$ cat src/rtl/csim_pkg.sv
// Package for the cosine similarity engine.
// Holds the field widths, derived sizes and the shared accumulator-sum record.
// No dependencies.
package csim_pkg;

    localparam int ELEM_W   = 16;                 // element width, Q4.12
    localparam int PROD_W   = 2 * ELEM_W;         // one element product
    localparam int ACC_W    = 48;                 // accumulator width
    localparam int ROOT_W   = ACC_W / 2;          // floor root of an accumulator
    localparam int SIM_W    = 16;                 // result width, Q1.15
    localparam int FRAC_W   = SIM_W - 1;          // fraction bits of the result
    localparam int Q_W      = SIM_W;              // quotient bits worked out by the divider
    localparam int DIV_W    = ACC_W + FRAC_W;     // dividend and shifted divisor width
    localparam int ROOT_CW  = $clog2(ROOT_W);
    localparam int Q_CW     = $clog2(Q_W);
    localparam int QDEPTH   = 2;                  // finished-vector queue depth
    localparam int QPTR_W   = $clog2(QDEPTH);

    // Totals of one vector pair, handed from the front to the back.
    typedef struct packed {
        logic signed [ACC_W-1:0] dot;
        logic [ACC_W-1:0]        norm_a;
        logic [ACC_W-1:0]        norm_b;
    } csim_sums_t;

endpackage

$ cat src/rtl/csim_queue.sv
// Short queue of finished vector totals between front and back.
// Depends on csim_pkg.
module csim_queue
    import csim_pkg::*;
(
    input  logic       clk,
    input  logic       rst_n,
    input  logic       push,
    input  csim_sums_t push_sums,
    output logic       full,
    input  logic       pop,
    output logic       valid,
    output csim_sums_t head
);

    csim_sums_t        entry_reg [QDEPTH];
    logic [QPTR_W-1:0] wr_ptr_reg, rd_ptr_reg;
    logic [QPTR_W:0]   count_reg;

    assign full  = (count_reg == QDEPTH[QPTR_W:0]);
    assign valid = (count_reg != '0);
    assign head  = entry_reg[rd_ptr_reg];

    always_ff @(posedge clk)
    begin
        if (push)
        begin
            entry_reg[wr_ptr_reg] <= push_sums;
        end
    end

    always_ff @(posedge clk or negedge rst_n)
    begin
        if (!rst_n)
        begin
            wr_ptr_reg <= '0;
            rd_ptr_reg <= '0;
            count_reg  <= '0;
        end
        else
        begin
            if (push)
            begin
                wr_ptr_reg <= (wr_ptr_reg == QPTR_W'(QDEPTH - 1)) ? '0 : wr_ptr_reg + 1'b1;
            end
            if (pop)
            begin
                rd_ptr_reg <= (rd_ptr_reg == QPTR_W'(QDEPTH - 1)) ? '0 : rd_ptr_reg + 1'b1;
            end
            if (push && !pop)
            begin
                count_reg <= count_reg + 1'b1;
            end
            else if (pop && !push)
            begin
                count_reg <= count_reg - 1'b1;
            end
        end
    end

endmodule

$ cat config.mk
export PLATFORM = sky130hd
export DESIGN_NAME = csim_queue
export DESIGN_NICKNAME = d
export VERILOG_FILES = /design/src/rtl/csim_pkg.sv /design/src/rtl/csim_queue.sv
export SDC_FILE = /design/constraint.sdc
export NUM_CORES = 1
export LEC_CHECK = 0
export ABC_AREA = 1
export BUFFER_PORTS_ARGS = -buffer_cell sky130_fd_sc_hd__buf_2
export CAP_MARGIN = 20
export CORE_MARGIN = 4
export CORE_UTILIZATION = 56
export CTS_CLUSTER_DIAMETER = 200
export DETAILED_ROUTE_END_ITERATION = 8
export HOLD_SLACK_MARGIN = 0.08
export PLACE_DENSITY = 0.84
export REMOVE_ABC_BUFFERS = 1
export SLEW_MARGIN = 5
export SYNTH_ARGS = -nofsm -noshare
export SYNTH_HDL_FRONTEND = slang
export SYNTH_SLANG_ARGS = --single-unit
$ cat constraint.sdc
create_clock -name clk -period 14.3 [get_ports clk]
set_input_delay 2.86 -clock clk [delete_from_list [all_inputs] [get_ports clk]]
set_output_delay 2.86 -clock clk [all_outputs]
set_load 0.01 [all_outputs]
==> After elaboration in Yosys (flattened, before gate mapping) <==
Memories as Yosys holds them, arrays and structs flattened.
Cells that the tools add are included.
{ "op_classes": {"n_addsub": 4, "n_eq_ne": 1, "muxes": 6, "reduce_logical": 6} }
{ "ops": {"columns": ["cell", "count"], "rows": [
  ["$mux 1", 4],
  ["$mux 2", 2],
  ["$reduce_bool 2->1", 2],
  ["$add 1x1->1 const B", 2],
  ["$add 2x1->2 const B", 1],
  ["$eq 2x2->1 const B", 1],
  ["$logic_and 1x1->1", 2],
  ["$logic_not 1->1", 2],
  ["$sub 2x1->2 const B", 1]
]} }
{ "totals": {"regBits": 4, "ramBits": 288, "inputBits": 148, "output_inout_bits": 146, "word_cells": 21, "n_memories": 1} }
{ "mem_list": {"columns": ["memory", "words", "word_bits", "rd", "rd_clocked_by_memory_dff", "write_ports", "line_no", "source"], "rows": [
  ["entry_reg", 2, 144, 1, 0, 1, "csim_queue.sv:16", "csim_sums_t entry_reg [QDEPTH];"]
]} }

==> Logic depth before layout (Yosys ltp) <==
{ "depth": {"word_depth": 4, "ltp_mapped": 7, "mapped_depth_nobuf": 7} }

==> Least setup slack after synthesis <==
Ideal clock, no wire load.
{ "synth_path": {"path_type": "input -> register", "start": "input push", "end": "memory entry_reg[0][0] (netlist name), enable pin", "setup_time_ns": 0.653, "t_arrival_ns": 8.921, "required_time_ns": 13.647, "setup_slack_ns": 4.725, "path_stages": 2, "n_path_buf": 0, "cell_sequence": "inv_1 > nor2_1"} }
{ "synth_via": {"elab_chain_len": 2} }
{ "synth_rtl": {"columns": ["item", "line_no", "source"], "rows": [
  ["start, declared", "csim_queue.sv:8", "input logic push,"],
  ["$mux 1", "csim_queue.sv:26", "if (push)"],
  ["$mux 1 (not written as such)", "csim_queue.sv:28", "entry_reg[wr_ptr_reg] <= push_sums;"],
  ["end, declared", "csim_queue.sv:16", null]
]} }
Every way passes these cells.

==> impl_metrics.py <==
metrics = {
    "setup_path": {
        "cp_max_fo": 71,
        "crit_buf_inv": 3,
        "cp_cell_sequence": "buf_4 > buf_16 > mux2_2 > buf_2",
        "cp_top_family": "flip-flops",
        "cp.arrival_ns": 3.11,
        "path_class": "flip-flop to primary output",
        "cp_slowest_cell": "dfrtp_4",
        "end_kind": "primary output",
        "slowest_delay_ns": 1.09,
        "cp_data_required_time_ns": 11.44,
        "crit_path_start_kind": "flip-flop",
    },
    "die": {
        "die_x_um": 147,
        "die_y_um": 147,
        "ios": 294,
        "die-area_mm2": 0.0215,
        "start_util": 0.573,
        "row_count": 50,
        "coreArea_mm2": 0.0188,
    },
    "synthesis": {
        "synth_common_cells": "edfxtp_1 (288), mux2_2 (94), mux2_4 (50), buf_2 (9)",
        "synth_ff_type": "edfxtp_1",
        "synth-edff-count": 288,
        "synth_area_leaders": "edfxtp_1 (80%), mux2_2 (9.8%), mux2_4 (7.0%)",
        "async_reset_ff_frac": 0.0137,
        "yosysTopAreaCell": "edfxtp_1",
        "synth.distinct_cells": 14,
        "synth.most_common_cell": "edfxtp_1",
        "ys_seq_area_frac": 0.811,
        "synth.cell_area_mm2": 0.0108,
        "syn_avg_cell_area_um2": 22.8,
        "yosys_warnings": 0,
        "synth-seq-cells": 292,
        "synth.top_cell.area_share": 0.802,
        "netlist_instances": 473,
    },
    "sta": {
        "slew_viol_final": 0,
        "setup-violations-final": 0,
        "period_share": 0.417,
        "max_slew_margin": 0.314,
        "fin_setup_tns_ns": 0,
        "rsz0062_at_grt": "false",
        "tightest_slew_ns": 1.03,
        "fmax_mhz": 168,
        "worst_hold_slack_ns": 0.516,
        "fin_crit_ns": 5.97,
        "hold_viol_final": 0,
        "worst_clock_skew_ns": 0.00683,
    },
    "clocking": {
        "numCtsBuffers": 28,
        "clk_pin_slew_worst_paths_ns": 0.06,
        "post-cts-setup-buffers": 0,
        "ctsHoldBuffers": 0,
        "clockRootBuffer": "clkbuf_16",
        "cts_sinks": 292,
        "clk_path_buf_depth": 3,
        "cts_tree": "done",
        "cts_resized": 0,
        "clock_latency_ns": 0.52,
        "htreeDepth": 1,
    },
    "job": {
        "max-cap-violations": 0,
    },
    "power_and_ir_drop": {
        "max-vdd-ir-drop_v": 0.000156,
        "leakage_uw": 0.00524,
        "power_density_mw_per_mm2": 200,
    },
    "run_status": {
        "run_status": "completed",
    },
    "placed_design": {
        "port_buffers": 293,
        "dp_hpwl_um": 14200,
        "place.gp.congestion": 0.759,
    },
    "global_routing": {
        "grt_pass1_vias": 5916,
        "grt_max_degree": 76,
        "grt_usage": 0.184,
        "antenna_found_initial": 6,
        "grt_pass1_wl_um": 31500,
        "grt_overflow_total": 0,
    },
    "routing": {
        "drt_iter0_drc": 253,
        "finalWirelength_um": 20600,
        "drc": 0,
        "wire_per_inst_um": 19.3,
        "detail_route.first_pass.iterations": 4,
        "ant_nets": 0,
        "viasPerCell": 5.11,
        "via_count": 5472,
    },
    "layout": {
        "n_fill_cell": 1121,
        "layout-drive-gt1-share": 0.599,
        "fin_nets": 934,
        "largest_register_ff_count": 288,
        "area_growth_syn_to_layout_pct": 24.8,
    },
    "min_path": {
        "hold_path_class": "flip-flop to flip-flop",
    },
}
through the flow:
stage               utilization  instances  setup slack, ns  power [µW]  cell area (µm²)
finish                    0.715       1070             8.33        2690            13500
global route              0.715       1070             8.21        2810            13500
CTS                       0.713       1066             8.15        2710            13400
detailed placement        0.664       1014             8.71        1980            12500
global placement          0.664       1014             8.78        1950            12500
floorplan                     -        457             4.73        1770            10700
cell usage in the layout (no fill, tap or decap):
cell type and count:
buf_4 4, nand3_1 1, buf_16 1, mux2_4 50
bufinv_16 4, clkinv_4 1, buf_2 293, inv_1 6
nand2_1 6, ha_1 1, edfxtp_1 288, xor2_1 2
clkbuf_16 29, nor2_4 1, dfrtp_1 3, nand4_1 1
dfrtp_4 1, xnor2_1 1, diode_2 3, clkinv_2 4
nor2_1 1, inv_6 1, clkbuf_1 4, clkinv_1 10
mux2_2 94
per-layer routing:
| layer | wire [µm] | part of all wire | track usage |
|---|---|---|---|
| met3 | 1710 | 0.083 | 0.0512 |
| met2 | 10600 | 0.52 | 0.330 |
| met4 | 735 | 0.036 | 0.0644 |
| met1 | 7500 | 0.36 | 0.212 |
| met5 | 44 | 0.0021 | 0 |
layout make-up:
class	count	area, µm²	share of cell area
sequential	292	8750	0.650
multi-input combinational	158	1900	0.141
timing repair buffer	298	1520	0.113
clock buffer	33	741	0.0550
tap	260	325	0.0242
clock inverter	19	186	0.0138
inverter	7	31.3	0.00232
antenna	3	7.51	0.000558
report_power, final:
| part | internal, µW | total [µW] | leakage (µW) | switching [µW] |
|---|---|---|---|---|
| registers | 1140 | 1220 | 0.00275 | 82.0 |
| logic | 367 | 736 | 0.00204 | 369 |
| clock network | 440 | 730 | 0.000454 | 291 |
| total | 1940 | 2690 | 0.00524 | 741 |
worst register-to-register path: stages, from the launching register on:
cell and delay, ns:
dfrtp_1 0.41, nand2_1 0.13, inv_6 0.49, buf_4 0.86
logic make-up after synthesis:
family | Yosys count | share of synthesized area
multiplexers | 144 | 0.168
AND/OR/NAND/NOR | 10 | 0.00383
XOR/XNOR | 3 | 0.00244
flip-flops | 292 | 0.811
buffers and inverters | 23 | 0.0139
adder cells (fa/ha/maj) | 1 | 0.00116
path summary, 6_finish.rpt:
path                         startpoint           endpoint  slack (ns)  depth (start not counted)
max                          rd_ptr_reg           head[56]        8.33                          4
min                        count_reg[1]       count_reg[1]        0.52                          2
max reg2reg                  wr_ptr_reg  entry_reg[1][108]       11.94                          3
min reg2reg                count_reg[1]       count_reg[1]        0.52                          2
max in group asynchronous         rst_n         rd_ptr_reg       12.04                          1
min in group asynchronous         rst_n         rd_ptr_reg        2.13                          1
No activity file was read; power rests on OpenSTA's default activity.
