===== config.mk =====
export PLATFORM = sky130hd
export DESIGN_NAME = csim_front
export DESIGN_NICKNAME = d
export VERILOG_FILES = /design/src/rtl/csim_pkg.sv /design/src/rtl/csim_front.sv
export SDC_FILE = /design/constraint.sdc
export NUM_CORES = 2
export LEC_CHECK = 0
export BUFFER_PORTS_ARGS = -buffer_cell sky130_fd_sc_hd__buf_2
export CORE_ASPECT_RATIO = 0.7
export CORE_UTILIZATION = 69
export CTS_CLUSTER_DIAMETER = 30
export DETAILED_ROUTE_END_ITERATION = 7
export GPL_ROUTABILITY_DRIVEN = 0
export PLACE_DENSITY = 0.88
export SYNTH_ARGS = -nofsm -noshare
export SYNTH_HDL_FRONTEND = slang
export SYNTH_SLANG_ARGS = --single-unit

===== constraint.sdc =====
create_clock -name clk -period 29.3 [get_ports clk]
set_input_delay 5.86 -clock clk [delete_from_list [all_inputs] [get_ports clk]]
set_output_delay 5.86 -clock clk [all_outputs]
set_load 0.02 [all_outputs]

===== src/rtl/csim_pkg.sv =====
// Package for the cosine similarity engine.
// Holds the field widths, derived sizes and the shared accumulator-sum record.
// No dependencies.
package csim_pkg;

    localparam int ELEM_W   = 16;                 // element width, Q4.12
    localparam int PROD_W   = 2 * ELEM_W;         // one element product
    localparam int ACC_W    = 48;                 // accumulator width
    localparam int ROOT_W   = ACC_W / 2;          // floor root of an accumulator
    localparam int SIM_W    = 16;                 // result width, Q1.15
    localparam int FRAC_W   = SIM_W - 1;          // fraction bits of the result
    localparam int Q_W      = SIM_W;              // quotient bits worked out by the divider
    localparam int DIV_W    = ACC_W + FRAC_W;     // dividend and shifted divisor width
    localparam int ROOT_CW  = $clog2(ROOT_W);
    localparam int Q_CW     = $clog2(Q_W);
    localparam int QDEPTH   = 2;                  // finished-vector queue depth
    localparam int QPTR_W   = $clog2(QDEPTH);

    // Totals of one vector pair, handed from the front to the back.
    typedef struct packed {
        logic signed [ACC_W-1:0] dot;
        logic [ACC_W-1:0]        norm_a;
        logic [ACC_W-1:0]        norm_b;
    } csim_sums_t;

endpackage


===== src/rtl/csim_front.sv =====
// Front end: accepts element pairs, accumulates dot product and squared norms
// with saturation, and pushes the totals on the last pair. Depends on csim_pkg.
module csim_front
    import csim_pkg::*;
(
    input  logic                     clk,
    input  logic                     rst_n,
    input  logic                     in_valid,
    output logic                     in_ready,
    input  logic signed [ELEM_W-1:0] a_elem,
    input  logic signed [ELEM_W-1:0] b_elem,
    input  logic                     last_pair,
    input  logic                     q_full,
    output logic                     push,
    output csim_sums_t               push_sums
);

    localparam logic signed [ACC_W:0] DOT_MAX = {2'b00, {(ACC_W-1){1'b1}}};
    localparam logic signed [ACC_W:0] DOT_MIN = {2'b11, {(ACC_W-1){1'b0}}};

    logic signed [ACC_W-1:0]  dot_reg, dot_next;
    logic [ACC_W-1:0]         na_reg, na_next;
    logic [ACC_W-1:0]         nb_reg, nb_next;
    logic signed [PROD_W-1:0] ab, aa, bb;
    logic signed [ACC_W:0]    dot_sum;
    logic [ACC_W:0]           na_sum, nb_sum;
    logic                     accept;

    assign in_ready = !q_full;
    assign accept   = in_valid && in_ready;

    always_comb
    begin
        ab = a_elem * b_elem;
        aa = a_elem * a_elem;
        bb = b_elem * b_elem;

        dot_sum = {dot_reg[ACC_W-1], dot_reg}
                + {{(ACC_W+1-PROD_W){ab[PROD_W-1]}}, ab};
        // squares are never negative
        na_sum  = {1'b0, na_reg} + {{(ACC_W+1-PROD_W){1'b0}}, aa};
        nb_sum  = {1'b0, nb_reg} + {{(ACC_W+1-PROD_W){1'b0}}, bb};

        if (dot_sum > DOT_MAX)
        begin
            dot_next = DOT_MAX[ACC_W-1:0];
        end
        else if (dot_sum < DOT_MIN)
        begin
            dot_next = DOT_MIN[ACC_W-1:0];
        end
        else
        begin
            dot_next = dot_sum[ACC_W-1:0];
        end
        na_next = na_sum[ACC_W] ? {ACC_W{1'b1}} : na_sum[ACC_W-1:0];
        nb_next = nb_sum[ACC_W] ? {ACC_W{1'b1}} : nb_sum[ACC_W-1:0];
    end

    assign push             = accept && last_pair;
    assign push_sums.dot    = dot_next;
    assign push_sums.norm_a = na_next;
    assign push_sums.norm_b = nb_next;

    always_ff @(posedge clk or negedge rst_n)
    begin
        if (!rst_n)
        begin
            dot_reg <= '0;
            na_reg  <= '0;
            nb_reg  <= '0;
        end
        else if (accept)
        begin
            if (last_pair)
            begin
                dot_reg <= '0;
                na_reg  <= '0;
                nb_reg  <= '0;
            end
            else
            begin
                dot_reg <= dot_next;
                na_reg  <= na_next;
                nb_reg  <= nb_next;
            end
        end
    end

endmodule


Yosys cells after proc, flatten, opt, wreduce, memory -nomap -nowiden
Index checks and enable logic that the tools add are counted.
W data, S select, Z words.
{ "totals": {"reg_bits": 144, "input_bits": 37, "out_inout_bits": 146, "elab_cells": 21} }
{ "classes": {"addsub": 3, "n_mul": 3, "n_lt_le_gt_ge": 2, "muxes": 7, "reduce_logical": 3} }
{ "ops": {"columns": ["op", "count"], "rows": [
  ["$mux W48", 7],
  ["$add A48 B32 Y49", 3],
  ["$mul A16 B16 Y32", 3],
  ["$gt A49 B48 Y1 const B", 1],
  ["$lt A49 B48 Y1 const B", 1],
  ["$logic_and A1 B1 Y1", 2],
  ["$logic_not A1 Y1", 1]
]} }

Depth between registers and ports, before layout
{ "logic_depth": {"ltp_word": 6, "ltp_mapped": 38, "ltp_nobuf": 36} }

Worst setup path before layout
OpenSTA, ideal clock, no wires.
{ "synth_path": {"path_kind": "input port to output port", "startpoint": "in a_elem[2]", "endpoint": "out push_sums[82] in the netlist's numbering", "arrival_ps": 14042, "t_required_ps": 23440, "slack_ps": 9398, "cell_stages": 34, "path_buffers": 5, "path_cell_list": "clkbuf_1 > clkbuf_1 > nand2_1 > fa_1 > fa_1 > fa_1 > inv_1 > fa_1 > fa_1 > inv_1 > fa_1 > inv_1 > ha_1 > a21o_1 > a21o_1 > a221o_1 > a31o_2 > a21o_1 > a21o_1 > a21o_1 > a21oi_1 > xnor2_1 > ha_1 > a21o_1 > a21o_1 > a21o_1 > a31oi_1 > o21ai_0 > a22o_1 > o21bai_1 > buf_2 > buf_2 > buf_2 > o21ai_0"} }
{ "synth_rtl": {"columns": ["item", "line", "source"], "rows": [
  ["start, declared", "csim_front.sv:10", "input logic signed [ELEM_W-1:0] a_elem,"],
  ["end, declared", "csim_front.sv:15", "output csim_sums_t push_sums"]
]} }

==> results.toml <==
[status]
outcome = "completed"

[clock_network]
cts_buffers = 17
clk_pin_slew_ps = 70
cts_hold_buf = 0
cts_tree = "done"
clockBufferDepth = 2
clock_latency_ps = 470
cts.sinks = 144
post_cts_buffers = 0
ctsResizeCount = 0
clockRootBuffer = "clkbuf_16"
htreeDepth = 4

[timing]
finalClockSkew_ps = 17.0
timing_hold_violations_final = 0
fmax_ghz = 0.0453
slew_viol_final = 0
finalSetupViolCount = 0
rsz0062_at_grt = "false"
setup-tns-final_ps = 0
whs_ps = 492
fin_crit_ps = 22090
tightest_slew_ps = 1220
finalCritPeriodShare_pct = 75.4
slew_headroom_pct = 16.3

[placement]
port_buffers = 182
dp_hpwl_um = 91100

[synth]
async_flop_share_pct = 100
yosysWarnings = 0
synth_flop_cell = "dfrtp_1"
netlist_instances = 4805
synth_area_um2 = 42500
syn_area_per_cell_um2 = 8.84
netlist_top_cells_area = "fa_1, ha_1, inv_1"
synth_top_cell_by_area = "fa_1"
yosys.area.top_type_share_pct = 39.6
synth_seq_area_share_pct = 8.48
synth_most_common_cell = "inv_1"
yosysUniqueCellTypes = 86
synth-edff-count = 0
yosys-top-cells-count = "inv_1, fa_1, nand2_1, ha_1, nor2_1"
synth-seq-cells = 144
syn-num-nets = 6065

[grt]
grt.total_usage_pct = 38.3
grt_max_degree = 78
grt_pass1_wl_um = 187000
antenna_found_initial = 0
grt_pass1_vias = 36169
overflow = 0

[worst_setup_path]
worst_path_max_delay_cell = "clkinv_1"
cp-start-kind = "primary input"
path_max_fanout = 77
r2r_cells = 21
end_kind = "output port"
max_stage_delay_ps = 890
crit_required_ps = 23440
crit_type = "primary input to output port"
cp_common_cell = "fa_1"
cp.arrival_ps = 16230

[floorplanning]
fp.dieArea_um2 = 62600
ios = 183
initial_core_util_pct = 70.4
die_w_um = 299
die_y_um = 210
core_area_um2 = 60300
rows = 75

[drt]
first_iter_violations = 3193
detail_route.wirelength_um = 116000
drc = 0
vias = 34318
wire_per_inst_um = 20.5
ant_nets = 0
via_per_inst = 6.06
drtPass1Iterations = 6

[worst_hold_path]
whs_path_depth = 2
hold_path_class = "flop to flop"

[finish]
fin_util_pct = 73.8
fillers = 4090
drive_above_1_share_pct = 6.10
final_net_count = 6102
synthToLayoutAreaGrowth_pct = 4.76

[flow_run]
maxCapViolCount = 0
-- layout by cell type, fill, tap and decap left out, types with 20 or more instances in the layout --
cell type / instances
a211oi_1: 26
a21o_1: 92
a21oi_1: 217
a22o_1: 31
a31oi_1: 34
and2_1: 171
and3_1: 42
buf_2: 181
buf_4: 26
dfrtp_1: 144
fa_1: 839
ha_1: 383
inv_1: 1121
maj3_1: 28
nand2_1: 485
nand3_1: 54
nand4_1: 21
nor2_1: 222
nor2b_1: 20
nor3_1: 40
o211a_1: 23
o21a_1: 28
o21ai_0: 153
o21bai_1: 26
xnor2_1: 138
xor2_1: 63
-- critical path, delay by kind of cell --
family                   cells  cell delay (ps)
AO/OA/AOI/OAI               10             2500
XOR/XNOR                     1              220
adder cells (fa/ha/maj)      8             3290
AND/OR/NAND/NOR              8             1800
buffers and inverters        8             2450
-- area by class of cell --
cell class | instances | area [µm²] | area share [%]
Clock buffer | 18 | 439 | 0.987
Antenna cell | 2 | 5.00 | 0.0112
Tap cell | 808 | 1010 | 2.27
Clock inverter | 13 | 161 | 0.363
Timing Repair Buffer | 208 | 1110 | 2.50
Sequential cell | 144 | 3600 | 8.10
Inverter | 1133 | 4250 | 9.56
Multi-Input combinational cell | 3338 | 33900 | 76.2
-- cells by family (layout without fill, tap and decap cells) --
logic type / Yosys count / count (layout) / share of synthesized area (%)
AOI/OAI and AO/OA: 758 / 758 / 11.7
xor gates and xnor gates: 203 / 203 / 4.20
adders and majority gates: 1252 / 1252 / 51.6
buffers and inverters: 1323 / 1372 / 11.8
DFF: 144 / 144 / 8.48
muxes: 8 / 8 / 0.209
other: 0 / 2 / 0
and+or+nand+nor: 1117 / 1117 / 12.1
-- through the flow --
stage / instances / cell area (µm²) / worst slack [ps]
2_1_floorplan: 4805 / 42500 / 9400
3_3_place_gp: 5631 / 43900 / 7740
3_5_place_dp: 5631 / 43900 / 7410
4_1_cts: 5662 / 44500 / 7430
5_1_grt: 5662 / 44500 / 6860
6_report: 5664 / 44500 / 7210
-- worst paths after layout --
check	to	startpoint	slack, ps
worst min register to register	dot_reg[26]	dot_reg[26]	490
worst min-delay path	dot_reg[26]	dot_reg[26]	490
worst max register to register	dot_reg[19]	dot_reg[15]	21850
min in group asynchronous	na_reg[16]	rst_n	5290
max in group asynchronous	dot_reg[43]	rst_n	22100
worst max-delay path	push_sums[9]	b_elem[0]	7210
-- layer usage --
metal	wire, µm	global-route usage [%]
met5	0	0
met4	5980	17.4
met1	43800	50.6
met2	53300	60.8
met3	12800	8.44
Power is left out: the tool's default activity adds up to more than one toggle a clock period on the data nets, which glitch-free logic cannot reach.
