[config.mk]
export PLATFORM = sky130hd
export DESIGN_NAME = csim_back
export DESIGN_NICKNAME = d
export VERILOG_FILES = /design/src/rtl/csim_pkg.sv /design/src/rtl/csim_sqrt.sv /design/src/rtl/csim_back.sv
export SDC_FILE = /design/constraint.sdc
export NUM_CORES = 2
export LEC_CHECK = 0
export BUFFER_PORTS_ARGS = -buffer_cell sky130_fd_sc_hd__buf_2
export CAP_MARGIN = 15
export CORE_ASPECT_RATIO = 1.4
export CORE_MARGIN = 1
export CORE_UTILIZATION = 25
export CTS_CLUSTER_DIAMETER = 80
export DETAILED_ROUTE_END_ITERATION = 12
export SYNTH_ARGS = -nofsm -noshare
export SYNTH_HDL_FRONTEND = slang
export SYNTH_SLANG_ARGS = --single-unit
[constraint.sdc]
create_clock -name clk -period 9.87 [get_ports clk]
set_clock_uncertainty 0.2 [all_clocks]
set_input_delay 0.987 -clock clk [delete_from_list [all_inputs] [get_ports clk]]
set_output_delay 0.987 -clock clk [all_outputs]
set_load 0.03 [all_outputs]
[src/rtl/csim_pkg.sv]
// Package for the cosine similarity engine.
// Holds the field widths, derived sizes and the shared accumulator-sum record.
// No dependencies.
package csim_pkg;

    localparam int ELEM_W   = 16;                 // element width, Q4.12
    localparam int PROD_W   = 2 * ELEM_W;         // one element product
    localparam int ACC_W    = 48;                 // accumulator width
    localparam int ROOT_W   = ACC_W / 2;          // floor root of an accumulator
    localparam int SIM_W    = 16;                 // result width, Q1.15
    localparam int FRAC_W   = SIM_W - 1;          // fraction bits of the result
    localparam int Q_W      = SIM_W;              // quotient bits worked out by the divider
    localparam int DIV_W    = ACC_W + FRAC_W;     // dividend and shifted divisor width
    localparam int ROOT_CW  = $clog2(ROOT_W);
    localparam int Q_CW     = $clog2(Q_W);
    localparam int QDEPTH   = 2;                  // finished-vector queue depth
    localparam int QPTR_W   = $clog2(QDEPTH);

    // Totals of one vector pair, handed from the front to the back.
    typedef struct packed {
        logic signed [ACC_W-1:0] dot;
        logic [ACC_W-1:0]        norm_a;
        logic [ACC_W-1:0]        norm_b;
    } csim_sums_t;

endpackage

[src/rtl/csim_sqrt.sv]
// Floor square root of an accumulator value, one result bit per cycle.
// Depends on csim_pkg.
module csim_sqrt
    import csim_pkg::*;
(
    input  logic              clk,
    input  logic              rst_n,
    input  logic              start,
    input  logic [ACC_W-1:0]  value,
    output logic              done,
    output logic [ROOT_W-1:0] root
);

    logic [ACC_W-1:0]   x_reg, root_reg, bit_reg, trial;
    logic [ROOT_CW-1:0] cnt_reg;
    logic               busy_reg, done_reg;

    assign trial = root_reg + bit_reg;
    assign done  = done_reg;
    assign root  = root_reg[ROOT_W-1:0];

    always_ff @(posedge clk)
    begin
        if (start)
        begin
            x_reg    <= value;
            root_reg <= '0;
            bit_reg  <= {2'b01, {(ACC_W-2){1'b0}}};
        end
        else if (busy_reg)
        begin
            if (x_reg >= trial)
            begin
                x_reg    <= x_reg - trial;
                root_reg <= (root_reg >> 1) + bit_reg;
            end
            else
            begin
                root_reg <= root_reg >> 1;
            end
            bit_reg <= bit_reg >> 2;
        end
    end

    always_ff @(posedge clk or negedge rst_n)
    begin
        if (!rst_n)
        begin
            busy_reg <= 1'b0;
            done_reg <= 1'b0;
            cnt_reg  <= '0;
        end
        else
        begin
            done_reg <= 1'b0;
            if (start)
            begin
                busy_reg <= 1'b1;
                cnt_reg  <= '0;
            end
            else if (busy_reg)
            begin
                cnt_reg <= cnt_reg + 1'b1;
                if (cnt_reg == ROOT_CW'(ROOT_W - 1))
                begin
                    busy_reg <= 1'b0;
                    done_reg <= 1'b1;
                end
            end
        end
    end

endmodule

[src/rtl/csim_back.sv]
// Back end: takes vector totals from the queue, runs both roots, the root
// product and a restoring divide, saturates and holds the result; a zero
// norm instead gives 0 with zero_norm set. Depends on csim_pkg and csim_sqrt.
module csim_back
    import csim_pkg::*;
(
    input  logic                    clk,
    input  logic                    rst_n,
    input  logic                    q_valid,
    input  csim_sums_t              q_head,
    output logic                    pop,
    output logic                    out_valid,
    input  logic                    out_ready,
    output logic signed [SIM_W-1:0] similarity,
    output logic                    zero_norm
);

    typedef enum logic [6:0] {
        S_IDLE  = 7'b0000001,
        S_ROOT  = 7'b0000010,
        S_MUL   = 7'b0000100,
        S_CHECK = 7'b0001000,
        S_DIV   = 7'b0010000,
        S_FIN   = 7'b0100000,
        S_HOLD  = 7'b1000000
    } state_t;

    localparam logic [Q_W-1:0] POS_LIMIT = {1'b0, {(Q_W-1){1'b1}}};
    localparam logic [Q_W-1:0] NEG_LIMIT = {1'b1, {(Q_W-1){1'b0}}};

    state_t                  state_reg;
    logic                    neg_reg, sat_reg, zero_reg, valid_reg;
    logic [ACC_W-1:0]        mag_reg, prod_reg;
    logic [DIV_W-1:0]        rem_reg, div_reg;
    logic [Q_W-1:0]          q_reg;
    logic [Q_CW-1:0]         cnt_reg;
    logic signed [SIM_W-1:0] sim_reg;
    logic                    start, done_a, done_b;
    logic [ROOT_W-1:0]       root_a, root_b;
    logic                    head_zero;
    logic signed [ACC_W-1:0] dot_neg;
    logic [Q_W-1:0]          q_neg;

    assign head_zero = (q_head.norm_a == '0) || (q_head.norm_b == '0);
    assign pop       = (state_reg == S_IDLE) && q_valid;
    assign start     = pop && !head_zero;
    assign dot_neg   = -q_head.dot;
    assign q_neg     = ~q_reg + 1'b1;

    csim_sqrt u_sqrt_a (
        .clk   (clk),
        .rst_n (rst_n),
        .start (start),
        .value (q_head.norm_a),
        .done  (done_a),
        .root  (root_a)
    );

    csim_sqrt u_sqrt_b (
        .clk   (clk),
        .rst_n (rst_n),
        .start (start),
        .value (q_head.norm_b),
        .done  (done_b),
        .root  (root_b)
    );

    assign out_valid  = valid_reg;
    assign similarity = sim_reg;
    assign zero_norm  = zero_reg;

    // datapath
    always_ff @(posedge clk)
    begin
        unique case (state_reg)
            S_IDLE:
            begin
                neg_reg <= q_head.dot[ACC_W-1];
                mag_reg <= q_head.dot[ACC_W-1] ? dot_neg : q_head.dot;
            end
            S_MUL:
            begin
                prod_reg <= root_a * root_b;
            end
            S_CHECK:
            begin
                // quotient of 2^16 or more always saturates
                sat_reg <= ({1'b0, mag_reg} >= {prod_reg, 1'b0});
                rem_reg <= {mag_reg, {FRAC_W{1'b0}}};
                div_reg <= {prod_reg, {FRAC_W{1'b0}}};
                q_reg   <= '0;
                cnt_reg <= Q_CW'(Q_W - 1);
            end
            S_DIV:
            begin
                if (rem_reg >= div_reg)
                begin
                    rem_reg <= rem_reg - div_reg;
                    q_reg   <= {q_reg[Q_W-2:0], 1'b1};
                end
                else
                begin
                    q_reg <= {q_reg[Q_W-2:0], 1'b0};
                end
                div_reg <= div_reg >> 1;
                cnt_reg <= cnt_reg - 1'b1;
            end
            S_ROOT, S_FIN, S_HOLD:
            begin
            end
            default:
            begin
            end
        endcase
    end

    // control and result register
    always_ff @(posedge clk or negedge rst_n)
    begin
        if (!rst_n)
        begin
            state_reg <= S_IDLE;
            valid_reg <= 1'b0;
            sim_reg   <= '0;
            zero_reg  <= 1'b0;
        end
        else
        begin
            unique case (state_reg)
                S_IDLE:
                begin
                    if (q_valid)
                    begin
                        if (head_zero)
                        begin
                            sim_reg   <= '0;
                            zero_reg  <= 1'b1;
                            valid_reg <= 1'b1;
                            state_reg <= S_HOLD;
                        end
                        else
                        begin
                            state_reg <= S_ROOT;
                        end
                    end
                end
                S_ROOT:
                begin
                    if (done_a && done_b)
                    begin
                        state_reg <= S_MUL;
                    end
                end
                S_MUL:
                begin
                    state_reg <= S_CHECK;
                end
                S_CHECK:
                begin
                    state_reg <= S_DIV;
                end
                S_DIV:
                begin
                    if (sat_reg || cnt_reg == '0)
                    begin
                        state_reg <= S_FIN;
                    end
                end
                S_FIN:
                begin
                    if (neg_reg)
                    begin
                        sim_reg <= (sat_reg || q_reg > NEG_LIMIT) ? NEG_LIMIT : q_neg;
                    end
                    else
                    begin
                        sim_reg <= (sat_reg || q_reg > POS_LIMIT) ? POS_LIMIT : q_reg;
                    end
                    zero_reg  <= 1'b0;
                    valid_reg <= 1'b1;
                    state_reg <= S_HOLD;
                end
                S_HOLD:
                begin
                    if (out_ready)
                    begin
                        valid_reg <= 1'b0;
                        state_reg <= S_IDLE;
                    end
                end
                default:
                begin
                    state_reg <= S_IDLE;
                end
            endcase
        end
    end

endmodule

# Word level (Yosys, flattened, before mapping)
# Cells that the tools add are included.
# totals
inputBits	148
output_inout_bits	19
reg_bits	523
# classes
n_bitwise	1
magnitude_cmp	6
n_addsub	12
eq_ne	15
muxes	48
mul	1
n_reduce_logical	24
# op_table
op	n
48-bit 2-to-1 mux	8
63-bit case mux with 2 select lines	2
47-bit by 47-bit adder with 48-bit output	2
48-bit by 47-bit adder with 48-bit output	2
48-bit >= comparator	2
48-bit zero test	2
48-bit subtractor	2
16-bit 2-to-1 mux	5
16-bit case mux with 2 select lines	2
63-bit >= comparator	1
63-bit 2-to-1 mux	1
63-bit subtractor	1
48-bit by 49-bit >= comparator with 1-bit output	1
7-bit case mux with 7 select lines	1
24-bit by 24-bit multiplier with 48-bit output	1
48-bit negator	1
47-bit 2-to-1 mux	1
7-bit 2-to-1 mux	5
5-bit 2-to-1 mux	4
16-bit by 1-bit adder with 16-bit output (second input constant)	1
16-bit by 15-bit > comparator with 1-bit output (second input constant)	1
16-bit > comparator (second input constant)	1
1-bit 2-to-1 mux	16
16-bit inverter	1
23 further kinds	43

# Longest topological paths before layout
# logic_depth
word_depth	6
mapped_depth	29
ltp_nobuf	27

# Hierarchy
# Synthesis repeated with hierarchy kept, for this count alone.
# hier_totals
cells_unflattened	6866
area_unflattened_um2	59245.6
# modules_own_cells
mod	cells_per_inst	area_each_um2	n_inst
csim_back	3882	35550.3	1
csim_sqrt	1492	11847.6	2

# Worst setup path before layout
# No wires, ideal clock.
# synth_timing
path_type	flip-flop to flip-flop
start	reg u_sqrt_b.root_reg[2]
end	reg u_sqrt_b.x_reg[0] (enable)
path_slack_ns	0.688
path_stages_with_launch	24
t_arrival_ns	8.462
setup_time_ns	0.520
path_buffers	3
cell_sequence	dfxtp_1 -> ha_1 -> a31o_2 -> a31oi_1 -> o21ai_0 -> a41oi_1 -> o21bai_1 -> a31oi_1 -> o211ai_1 -> a31o_2 -> a31oi_1 -> o21bai_1 -> xnor2_1 -> ha_1 -> clkbuf_1 -> nand4_1 -> nor2_1 -> nand3_1 -> or3b_2 -> o221ai_1 -> nor2_1 -> clkbuf_1 -> buf_1 -> o21ai_0
# synth_between
elab_chain_len	4
# synth_rtl
item	line_no	rtl
start: declaration	csim_sqrt.sv:14	logic [ACC_W-1:0] x_reg, root_reg, bit_reg, trial;
start signal: assignment	csim_sqrt.sv:35	root_reg <= (root_reg >> 1) + bit_reg;
start signal: assignment	csim_sqrt.sv:39	root_reg <= root_reg >> 1;
48-bit by 47-bit adder with 48-bit output	csim_sqrt.sv:18	assign trial = root_reg + bit_reg;
48-bit >= comparator	csim_sqrt.sv:32	if (x_reg >= trial)
2-bit nonzero test (no line)	--	
2-bit AND reduction (no line)	--	
end signal: assignment	csim_sqrt.sv:26	x_reg <= value;
end signal: assignment	csim_sqrt.sv:34	x_reg <= x_reg - trial;
end: declaration	csim_sqrt.sv:14	
# Every way passes these cells.
# A chain may end at the register's enable or synchronous reset.

# Worst setup path in the final report
# layout_timing
start	reg u_sqrt_b.root_reg[1]
end	reg prod_reg[44] (data pin)
# layout_between
elab_chain_len	1
# layout_rtl
item	line_no	rtl
24-bit by 24-bit multiplier with 48-bit output	csim_back.sv:83	prod_reg <= root_a * root_b;
end signal: assignment	csim_back.sv:83	
end: declaration	csim_back.sv:33	logic [ACC_W-1:0] mag_reg, prod_reg;
# Every way passes these cells.

==> results.cfg <==
[setup_path]
cp_max_fo = 29
crit_required_ns = 10.07
critPathKind = reg2reg
crit_path_start_kind = register
r2r-end = prod_reg[44]
arrival_ns = 9.22
end_kind = register
ff2ff_path_depth = 24
critPathLaunch = u_sqrt_b.root_reg[1]
r2r_setup_slack_ns = 0.85
reg2reg_from = u_sqrt_b.root_reg[1]

[drt]
vias = 45390
viasPerCell = 4.803
drc_errors = 0
drtAntennaViolNets = 0
drt-initial-drc-count = 2935
wl_per_cell_um = 17.10
dr.pass1.iters = 5
routed_wl_mm = 161.5

[cells_and_area]
drive_gt1_share_pct = 6.624
utilization_pct = 28.04
nets = 7507
areaGrowthSynthToFinish_pct = 11.28
design_area_um2 = 62650

[min_path]
hp-class = in2async

[outcome]
status = finished clean

[clock_tree]
postCtsSetupRepairBufs = 0
cts_made_buffers = 71
cts_max_level = 3
cts_resized = 0
tritoncts = built
holdBufCountCts = 0
clock-sinks = 523
cts-root-buf = clkbuf_16
clk_latency_ns = 0.68
cts.clk_slew.worst_paths_ns = 0.06
clockBufferDepth = 3

[timing]
slew-limit-headroom_pct = 15.00
fmax_mhz = 110.9
final_max_slew_viol_count = 0
period_minus_slack_ns = 9.020
rsz0062_at_grt = no
holdWs_ns = 0.2392
setup_violations = 0
tightest_slew_ns = 1.273
fin_crit_sh_pct = 91.39
tns_ns = 0
finalHoldViolations = 0

[logic_synthesis]
synth-main-ff-cell = edfxtp_1
synth_most_common_cell = inv_1
syn_inst = 6415
synth_common_cells = inv_1, nand2_1, fa_1, ha_1, o21ai_0
yosysSeqAreaShare_pct = 24.99
synth_top_area_share_pct = 18.14
yosysTopAreaCell = edfxtp_1
ys_ff_latch = 523
yosys_warnings = 0
synth_edf_count = 340
yosys-top-cells-area = edfxtp_1, fa_1, ha_1
netlist_area_um2 = 56300
synth_cell_types = 82
postSynthAreaPerCell_um2 = 8.776
ys_async_sr_fraction_pct = 7.457
synth_fp_nets = 7533

[run]
maxCapViolCount = 0

[global_routing]
grt_pass1_vias = 47010
antenna_found_initial = 11
grt_pass1_wl_mm = 257.4
grt_max_degree = 136
gr-usage-all-layers_pct = 14.02
gr-total-overflow = 0

[floorplan]
core_um2 = 223400
pin_count = 167
die-height_um = 563.5
die_area_um2 = 227100
num_rows = 205
fp.dieW_um = 403.1
start_util_pct = 25.20

[power_and_ir_drop]
p_leak_nw = 27.38
powerDensity_nw_per_um2 = 233.0
peakVddDrop_v = 0.0002210

[placed_design]
placed_cell_area_um2 = 60250
port_buffers = 166
dp_hpwl_mm = 123.7
gp_congestion = 0.8865
==> power by group <==
part	total, mW	leakage [nW]	internal [mW]	switching [mW]
Combinational	7.79	21.3	2.96	4.83
Clock	2.63	1.16	1.54	1.10
Sequential	4.18	4.91	3.35	0.829
==> cells in the final DEF, fill, tap and decap left out, types with 166 or more instances in the layout <==
cell type  count
ha_1         485
edfxtp_1     340
nor2_1       400
nand2_1      709
fa_1         485
xnor2_1      237
and2_1       334
inv_1        749
a21oi_1      373
o21ai_0      438
a21o_1       167
buf_2        166
==> routing by layer <==
| layer | track usage (%) | routed length (µm) | vias up |
|---|---|---|---|
| met5 | 0 | 27 | - |
| met4 | 4.620 | 4760 | 4 |
| met3 | 1.764 | 7532 | 271 |
| met2 | 24.40 | 77850 | 1165 |
| met1 | 17.81 | 71360 | 22210 |
| li1 | - | - | 21740 |
==> worst max-delay path, stage by stage (launching register included) <==
cell and delay [ns]:
dfxtp_1 1.08, and2_1 0.28, fa_1 0.47, fa_1 0.56, inv_1 0.06, fa_1 0.50
fa_1 0.51, inv_1 0.05, fa_1 0.49, fa_1 0.50, inv_1 0.05, fa_1 0.48
inv_1 0.05, ha_1 0.38, nand2_1 0.12, o2111a_1 0.26, o211ai_1 0.09, o21ai_0 0.17
o21ai_0 0.57, a2111oi_0 0.28, o31ai_1 0.61, a21oi_1 0.27, o41ai_1 0.45, a21oi_1 0.14
xnor2_1 0.14
==> per-stage QoR <==
stage | cells | power, mW | worst slack (ns)
final | 9449 | 14.60 | 0.8497
after global routing | 9448 | 15.73 | 0.4001
after CTS | 9445 | 14.63 | 0.8653
after detailed placement | 9315 | 11.90 | 0.9067
after global placement | 9315 | 11.75 | 1.066
after floorplan | 6415 | 9.680 | 0.6876
==> cell families after synthesis <==
group | after synthesis | synth area share (%)
and+or+nand+nor | 1925 | 16.48
AOI/OAI and AO/OA | 1444 | 15.83
buffers and inverters | 1088 | 7.263
adders and majority gates | 970 | 28.03
DFF | 523 | 24.99
xor gates and xnor gates | 387 | 6.021
muxes | 78 | 1.391
==> layout make-up <==
| type | count | area (µm²) |
|---|---|---|
| Clock inverter | 36 | 400.4 |
| Timing Repair Buffer | 240 | 1403 |
| Sequential cell | 523 | 14080 |
| Clock buffer | 94 | 1976 |
| Antenna cell | 2 | 5.005 |
| Tap cell | 3001 | 3755 |
| Inverter | 749 | 2811 |
| Multi-Input combinational cell | 4804 | 38210 |
| Fill cell | 23760 | 160800 |
==> worst max path at each step <==
| stage | to | cells past startpoint |
|---|---|---|
| finish | prod_reg[44] | 24 |
| global route | prod_reg[46] | 24 |
| CTS | prod_reg[44] | 24 |
| detailed placement | prod_reg[44] | 24 |
| global placement | prod_reg[46] | 24 |
| floorplan | u_sqrt_b.x_reg[0] | 23 |
Note: power is estimated with default switching activity, not from simulation.
